**config.mk**
```make
export PLATFORM = sky130hd
export DESIGN_NAME = cfgnt_ram
export DESIGN_NICKNAME = d
export VERILOG_FILES = /design/src/hw/rtl/cfgnt_ram.sv
export SDC_FILE = /design/constraint.sdc
export NUM_CORES = 1
export LEC_CHECK = 0
export BUFFER_PORTS_ARGS = -buffer_cell sky130_fd_sc_hd__clkbuf_2
export CAP_MARGIN = 20
export CORE_MARGIN = 5
export CORE_UTILIZATION = 42
export CTS_BUF_LIST = sky130_fd_sc_hd__clkbuf_4 sky130_fd_sc_hd__clkbuf_8
export DETAILED_ROUTE_END_ITERATION = 6
export PLACE_DENSITY = 0.53
export SYNTH_ARGS = -nofsm -noshare
export SYNTH_HDL_FRONTEND = slang
export SYNTH_SLANG_ARGS = --single-unit
export TNS_END_PERCENT = 1
```
**constraint.sdc**
```tcl
create_clock -name i_clk -period 3.56 [get_ports i_clk]
set_input_delay 0.712 -clock i_clk [delete_from_list [all_inputs] [get_ports i_clk]]
set_output_delay 0.712 -clock i_clk [all_outputs]
set_load 0.01 [all_outputs]
```
**src/hw/rtl/cfgnt_ram.sv**
```systemverilog
// Generic single-write, single-read RAM with registered read data.
module cfgnt_ram #(
    parameter int WIDTH = 32,
    parameter int DEPTH = 32
) (
    input  logic                                  i_clk,
    input  logic                                  i_we,
    input  logic [(DEPTH > 1 ? $clog2(DEPTH) : 1)-1:0] i_waddr,
    input  logic [WIDTH-1:0]                      i_wdata,
    input  logic                                  i_re,
    input  logic [(DEPTH > 1 ? $clog2(DEPTH) : 1)-1:0] i_raddr,
    output logic [WIDTH-1:0]                      o_rdata
);

    logic [WIDTH-1:0] r_mem [DEPTH];
    logic [WIDTH-1:0] r_rdata;

    always_ff @(posedge i_clk) begin
        if (i_we) begin
            r_mem[i_waddr] <= i_wdata;
        end
        if (i_re) begin
            r_rdata <= r_mem[i_raddr];
        end
    end

    assign o_rdata = r_rdata;

endmodule
```
==> metrics, run 1 <==
TNS Setup 0 ns; Main synth FF type edfxtp_1; drt initial violations 1,892; later-pin clock latency in the skew report 0.83 ns; num rows 114; Util after Layout 48.55%; Pre-antenna DRT Iters 5; clock skew 0.02666 ns; buffers added on ports 76; startpoint types input pin; initial antenna violation count 5; Sequential cell area 31,710 um2; RSZ-0062 raised after global routing no; final cell count without fillers 3,897; Worst EP required 4.05 ns; antenna viol nets, final 0; vias post-DR 21,563; post-route minimum period 2.426 ns; via-per-instance ratio 5.533; Die Area 103,500 um2; Die W 321.7 um; CTS buffer count 171; Root Buffer clkbuf_8; #FFs+latches synth 1,056; Setup crit end kind flop; WS Path Type in2reg; Synth warnings 0; Worst Reg-to-Reg Cells 5; Congestion Overflow GR 0; core area 96,570 um2; min-delay src i_wdata[10]; PostCTS Resize Cnt 0; Rel. slew slack 33.50%; Netlist cell types 24; critical path peak fanout 73; # Post-CTS Setup Buffers 0; Pwr Total 25.70 mW; H-tree Lvls 4; asr flop ratio synth 0%; Synth top area share 77.71%; clk slew on worst S/H paths 0.07 ns; finished layout cell area 46,890 um2; critical path arrival 2.91 ns; # setup viols final 0; TritonCTS clock tree yes; status complete, no violations; final WL 109,200 um; RR Startpoint r_mem[7][13]; Slew Viols, Final 0; vias in the first global route 22,167; Post-synth EDFFs 1,056; power density over cell area 548.2 nW/um2; DP HPWL 62,210 um; worst hold path class in2reg; first-pass GRT wire length 156,700 um; Hold Vio Cnt, Final 0; Sink Count 1,056; hold path cells 1; area occupied by multi-input gates 8610 um2; Area contributors post-synth edfxtp_1, mux2i_1, a22oi_1, a22o_1, nand3_1; Fillers 8,095; Max clock buf depth 3; Synthesized Nets 2,305; Final period util 68.13%; Synth Cell Area 40,810 um2; All-Layer GR Usage 20.96%; worst vdd ir 0.2307 mV; Syn Area/Cell 18.06 um2; Hold Buf Count CTS 0; area growth from synthesis to layout 14.90%; cell taking the most area after synthesis edfxtp_1; leak pwr 16.40 nW; Seq/Total Area, Yosys 77.71%; DR DRC count 0; Placement Cell Area 43,510 um2; FMAX 412.3 MHz; Max Cap Viol 0; layout cells sized above 1 19.05%; Nets 2,536; Inst Count DP 3,594; routed len/inst 28.02 um; IO Pins 77; largest net degree at the start of global routing 83; reg-to-reg endpoint o_rdata[13]; Final Wtd Congestion 0.7695; Worst Max-Slew Pin Slew 0.9975 ns; R2R Setup Slk 1.50 ns; Synth Instances 2,260; die height 321.7 um; initial cell density of the core 42.26%; worst hold endpoint r_mem[23][10]
logic make-up (layout without fill, tap and decap cells):
group	count (synthesis)	count (layout)	share of synthesized area [%]
buffers and inverters	127	486	1.846
AO/OA/AOI/OAI	288	288	4.808
other	0	2	0
multiplexers	512	512	12.56
AND/OR/NAND/NOR	277	277	3.076
flip-flops	1056	1056	77.71
cells in the mapped netlist, types with 32 or more instances:
cell type / n
a22oi_1: 96
mux2i_1: 512
a31oi_1: 32
nand2_1: 98
buf_4: 33
clkbuf_1: 46
a22o_1: 64
nor2_1: 34
a21oi_1: 96
edfxtp_1: 1056
nor3_1: 32
nand3_1: 98
cell type report:
class | instances | share of cell area (%)
repair buffers | 185 | 3.405
diodes | 2 | 0.01067
clock inverters | 74 | 1.252
flip-flops and latches | 1056 | 67.63
multi-input cells | 1077 | 18.36
well taps | 1276 | 3.405
clock buffers | 227 | 5.930
worst max-delay path by stage:
stage | from | end | slack [ns] | cells after the start
2_1_floorplan | i_waddr[1] | r_mem[12][0] | 0.41 | 3
3_3_place_gp | i_raddr[2] | o_rdata[13] | 0.33 | 7
3_5_place_dp | i_raddr[2] | o_rdata[13] | 0.31 | 7
4_1_cts | o_rdata[8] | o_rdata[8] | 1.20 | 1
5_1_grt | i_raddr[2] | o_rdata[12] | 1.15 | 7
6_report | i_raddr[2] | o_rdata[13] | 1.13 | 7
cell usage in the layout, fill, tap and decap left out, types with 6 or more instances in the layout:
cell,n
edfxtp_1,1056
a31oi_1,32
inv_6,6
nand3_1,98
mux2i_1,512
clkbuf_8,172
clkbuf_2,75
a21oi_1,96
a22o_1,64
nor3_1,32
clkinv_2,24
nor2_4,33
a22oi_1,96
clkbuf_4,55
buf_12,31
buf_4,78
clkinv_1,30
nand2_1,97
bufinv_16,8
flip-flops by register name, summed over array words and instances, names as in the netlist:
name / cells
o_rdata: 32
r_mem: 1024
power by group:
| group | internal (mW) | switching, mW |
|---|---|---|
| Sequential | 13.9 | 0.0633 |
| Combinational | 0.433 | 0.917 |
| Clock | 5.67 | 4.73 |
worst max-delay path, cell delays in order:
cell      delay [ns]
clkbuf_2        0.13
and2b_4         0.47
buf_12          0.43
a22o_1          0.20
nor3_1          0.05
a31oi_1         0.58
nand3_1         0.32
layer usage:
layer  wire (um)  global-route usage, %
met1       47570                  29.25
met3        6569                  4.310
met5          20                      0
met2       52040                  33.47
met4        2984                  6.581
metrics by stage:
stage / hold WS, ns / setup WS, ns
after CTS: 0.4379 / 1.203
after global placement: 0.6631 / 0.3313
after global routing: 0.5067 / 1.146
after floorplan: 0.6293 / 0.4139
final: 0.5178 / 1.134
after detailed placement: 0.6666 / 0.3096
Power figures use the tool's default switching activity.
==> run 2: changes to the inputs <==
Clock period 3.56 ns to 2.3 ns, I/O delays scaled along.
==> metrics, run 2 (synthesis gave the netlist of run 1 again) <==
status complete, no violations; power density over cell area 822.6 nW/um2; vias in the first global route 22,295; via-per-instance ratio 5.493; Hold Vio Cnt, Final 0; H-tree Lvls 4; TritonCTS clock tree yes; worst hold path class in2reg; routed len/inst 27.49 um; Pre-antenna DRT Iters 5; clock skew 0.05565 ns; num rows 114; die height 321.7 um; startpoint types flop; worst vdd ir 0.4612 mV; Congestion Overflow GR 0; Sink Count 1,056; CP Cell Sequence clkbuf_2; # Post-CTS Setup Buffers 0; DP HPWL 63,300 um; final setup margin 0.3322 ns; most common cell after layout, fill and taps aside edfxtp_1; drt initial violations 1,873; clk slew on worst S/H paths 0.06 ns; PostCTS Resize Cnt 0; Inst Count DP 3,664; critical path peak fanout 1; TNS Setup 0 ns; Die W 321.7 um; buffers added on ports 76; Die Area 103,500 um2; R2R Setup Slk 0.62 ns; later-pin clock latency in the skew report 0.84 ns; CP Buf/Inv Count 1; Worst EP required 1.84 ns; CTS buffer count 171; # setup viols final 0; biggest cell delay along the critical path 0.50 ns; Fillers 7,871; critical path arrival 1.51 ns; DR DRC count 0; vias post-DR 21,822; Final period util 85.56%; Final Wtd Congestion 0.7665; Largest register FFs 1,024; initial cell density of the core 42.26%; Max Cap Viol 0; Hold Buf Count CTS 0; Root Buffer clkbuf_8; final cell count without fillers 3,973; Nets 2,606; Slew Viols, Final 0; worst slack at placement -0.03789 ns; WS Path Type reg2out; CP top delay family flip-flops; first-pass GRT wire length 156,300 um; core area 96,570 um2; largest net degree at the start of global routing 44; Worst Max-Slew Pin Slew 0.7385 ns; post-route minimum period 1.968 ns; leak pwr 16.89 nW; Rel. slew slack 50.77%; Setup crit end kind primary output; IO Pins 77; commonest cells after routing, fill and taps aside edfxtp_1, mux2i_1, clkbuf_8; layout cells sized above 1 20.53%; final WL 109,200 um; CP max-delay cell edfxtp_1; All-Layer GR Usage 20.89%; Max clock buf depth 3; antenna viol nets, final 0; FMAX 508.2 MHz; area growth from synthesis to layout 17.71%; RSZ-0062 raised after global routing no; initial antenna violation count 9; Top reg by flops r_mem
-- run 2: changes by cell type in the layout (fill, tap and decap cells not counted), moves of 2 or more --
cell       delta
clkbuf_4      +4
diode_2       +2
clkinv_1     +20
bufinv_16     -4
clkinv_2     -19
buf_12       +53
inv_6         -2
clkinv_8      +3
buf_4        +17
-- run 2: worst paths after layout --
check / start / to / depth (start not counted)
setup / recovery: o_rdata[7] / o_rdata[7] / 1
hold / removal: i_re / o_rdata[26] / 2
setup reg to reg: r_mem[7][5] / o_rdata[5] / 6
hold reg to reg: r_mem[10][12] / o_rdata[12] / 4
-- run 2: cell type report --
| cell class | instances | area (um2) | share of cell area [%] |
|---|---|---|---|
| Antenna cell | 4 | 10.01 | 0.02084 |
| Clock buffer | 232 | 2824 | 5.879 |
| Clock inverter | 73 | 498.0 | 1.037 |
| Multi-Input combinational cell | 1077 | 8610 | 17.92 |
| Sequential cell | 1056 | 31710 | 66.02 |
| Tap cell | 1276 | 1597 | 3.324 |
| Timing Repair Buffer | 255 | 2785 | 5.798 |
-- run 2: power by group --
group / total, mW / internal (mW) / switching [mW] / leakage, nW
combinational: 2.21 / 0.807 / 1.41 / 5.61
sequential: 21.6 / 21.5 / 0.0904 / 9.54
clock: 15.7 / 8.45 / 7.27 / 1.74
-- run 2: metrics by stage --
stage / power [mW] / utilization [%] / hold WS, ns / instance area (um2)
finish: 39.51 / 49.74 / 0.1671 / 48030
CTS: 39.97 / 49.73 / 0.08262 / 48020
floorplan: 23.08 / - / 0.5589 / 40830
global placement: 24.18 / 46.29 / 0.6575 / 44700
global route: 41.04 / 49.74 / 0.1156 / 48030
detailed placement: 24.22 / 46.29 / 0.6647 / 44700
-- run 2: metal layers --
| layer | GRT usage (%) | vias to the layer above | routed length [um] |
|---|---|---|---|
| li1 | - | 9671 | - |
| met4 | 5.352 | 10 | 2028 |
| met1 | 28.77 | 11344 | 48060 |
| met3 | 4.562 | 154 | 6083 |
| met2 | 34.18 | 643 | 52980 |
| met5 | 0 | - | 62 |
==> run 3: changes to the inputs <==
Clock period 2.3 ns to 2.06 ns, I/O delays scaled along.
==> metrics, run 3 (synthesis gave the netlist of run 1 again) <==
via-per-instance ratio 5.492; TNS Setup 0 ns; Largest register FFs 1,024; clk slew on worst S/H paths 0.06 ns; initial antenna violation count 6; Combinational Power Share 5.7%; clock skew 0.03760 ns; critical path peak fanout 1; switch share 22.03%; WS Path Type reg2out; Hold Vio Cnt, Final 0; # Post-CTS Setup Buffers 0; Max clock buf depth 3; drt initial violations 1,728; RSZ-0062 raised after global routing no; H-tree Lvls 4; post-route minimum period 1.981 ns; # setup viols final 0; Slew Viols, Final 0; Sink Count 1,056; vias post-DR 21,940; Die Area 103,500 um2; Die W 321.7 um; Root Buffer clkbuf_8; most common cell after layout, fill and taps aside edfxtp_1; Worst EP required 1.65 ns; Worst Max-Slew Pin Slew 0.6579 ns; Rel. slew slack 56.14%; All-Layer GR Usage 20.68%; Seq pwr share 54.8%; worst vdd ir 0.5220 mV; DR DRC count 0; worst slack at placement -0.1498 ns; critical path arrival 1.57 ns; layout cells sized above 1 21.53%; PostCTS Resize Cnt 0; TritonCTS clock tree yes; Final period util 96.16%; die height 321.7 um; initial cell density of the core 42.26%; clock group share of total power 39.5%; Fillers 7,865; DP HPWL 63,000 um; FMAX 504.8 MHz; vias in the first global route 22,366; core area 96,570 um2; leak pwr 17.07 nW; Top reg by flops r_mem; power density over cell area 910.3 nW/um2; CP Buf/Inv Count 1; Setup crit end kind primary output; CP max-delay cell edfxtp_1; status complete, no violations; area growth from synthesis to layout 18.47%; Final Wtd Congestion 0.7773; worst hold path class in2reg; routed len/inst 26.88 um; Max Cap Viol 0; P_sw 9.693 mW; num rows 114; final WL 107,400 um; Congestion Overflow GR 0; Util after Layout 50.06%; largest net degree at the start of global routing 42; Pre-antenna DRT Iters 5; Nets 2,630; CTS buffer count 170; final setup margin 0.07905 ns; Internal Pwr Total 34.31 mW; first-pass GRT wire length 155,500 um; CP Cell Sequence clkbuf_2; Hold Slack 0.1098 ns; antenna viol nets, final 0; commonest cells after routing, fill and taps aside edfxtp_1, mux2i_1, clkbuf_8; startpoint types flop; biggest cell delay along the critical path 0.54 ns; later-pin clock latency in the skew report 0.83 ns; buffers added on ports 76; CP top delay family flip-flops; Hold Buf Count CTS 0; IO Pins 77
run 3: cell count changes in the layout (fill, tap and decap cells not counted), moves of 2 or more:
cell,delta
clkinv_2,+17
buf_12,+13
buf_4,+12
clkbuf_4,-10
clkinv_1,-8
clkinv_8,-4
clkinvlp_4,+2
diode_2,-2
run 3: path summary, 6_finish.rpt:
kind / from / end / slack (ns) / depth (start not counted)
min reg2reg: r_mem[11][20] / o_rdata[20] / 0.67 / 4
max: o_rdata[5] / o_rdata[5] / 0.08 / 1
min: i_re / o_rdata[6] / 0.11 / 2
max reg2reg: r_mem[5][8] / o_rdata[8] / 0.58 / 5
run 3: final cells by class:
cell class | count | area [um2] | share of cell area, %
clock inverter | 82 | 536.8 | 1.110
clock buffer | 222 | 2749 | 5.686
timing repair buffer | 280 | 3136 | 6.486
sequential | 1056 | 31710 | 65.60
tap | 1276 | 1597 | 3.303
multi-input combinational | 1077 | 8610 | 17.81
antenna | 2 | 5.005 | 0.01035
run 3: stage by stage:
stage | instance area (um2) | std cells | power [mW]
after global placement | 45050 | 3689 | 27.03
final | 48340 | 3995 | 44.00
after global routing | 48340 | 3995 | 45.70
after CTS | 48340 | 3993 | 44.51
after detailed placement | 45050 | 3689 | 27.08
after floorplan | 40850 | 2260 | 25.77
run 3: power groups by stage:
stage	sequential (mW)	clock, mW	combinational [mW]
floorplan	24.5	0	1.24
global placement	24.6	0	2.48
detailed placement	24.6	0	2.51
CTS	24.1	17.9	2.52
global route	24.1	18.9	2.67
finish	24.1	17.4	2.50
run 3: layer usage:
metal	share of wire [%]	global-route usage [%]
met5	0.030	0
met4	1.5	4.996
met3	5.0	3.977
met2	49	34.33
met1	44	28.52
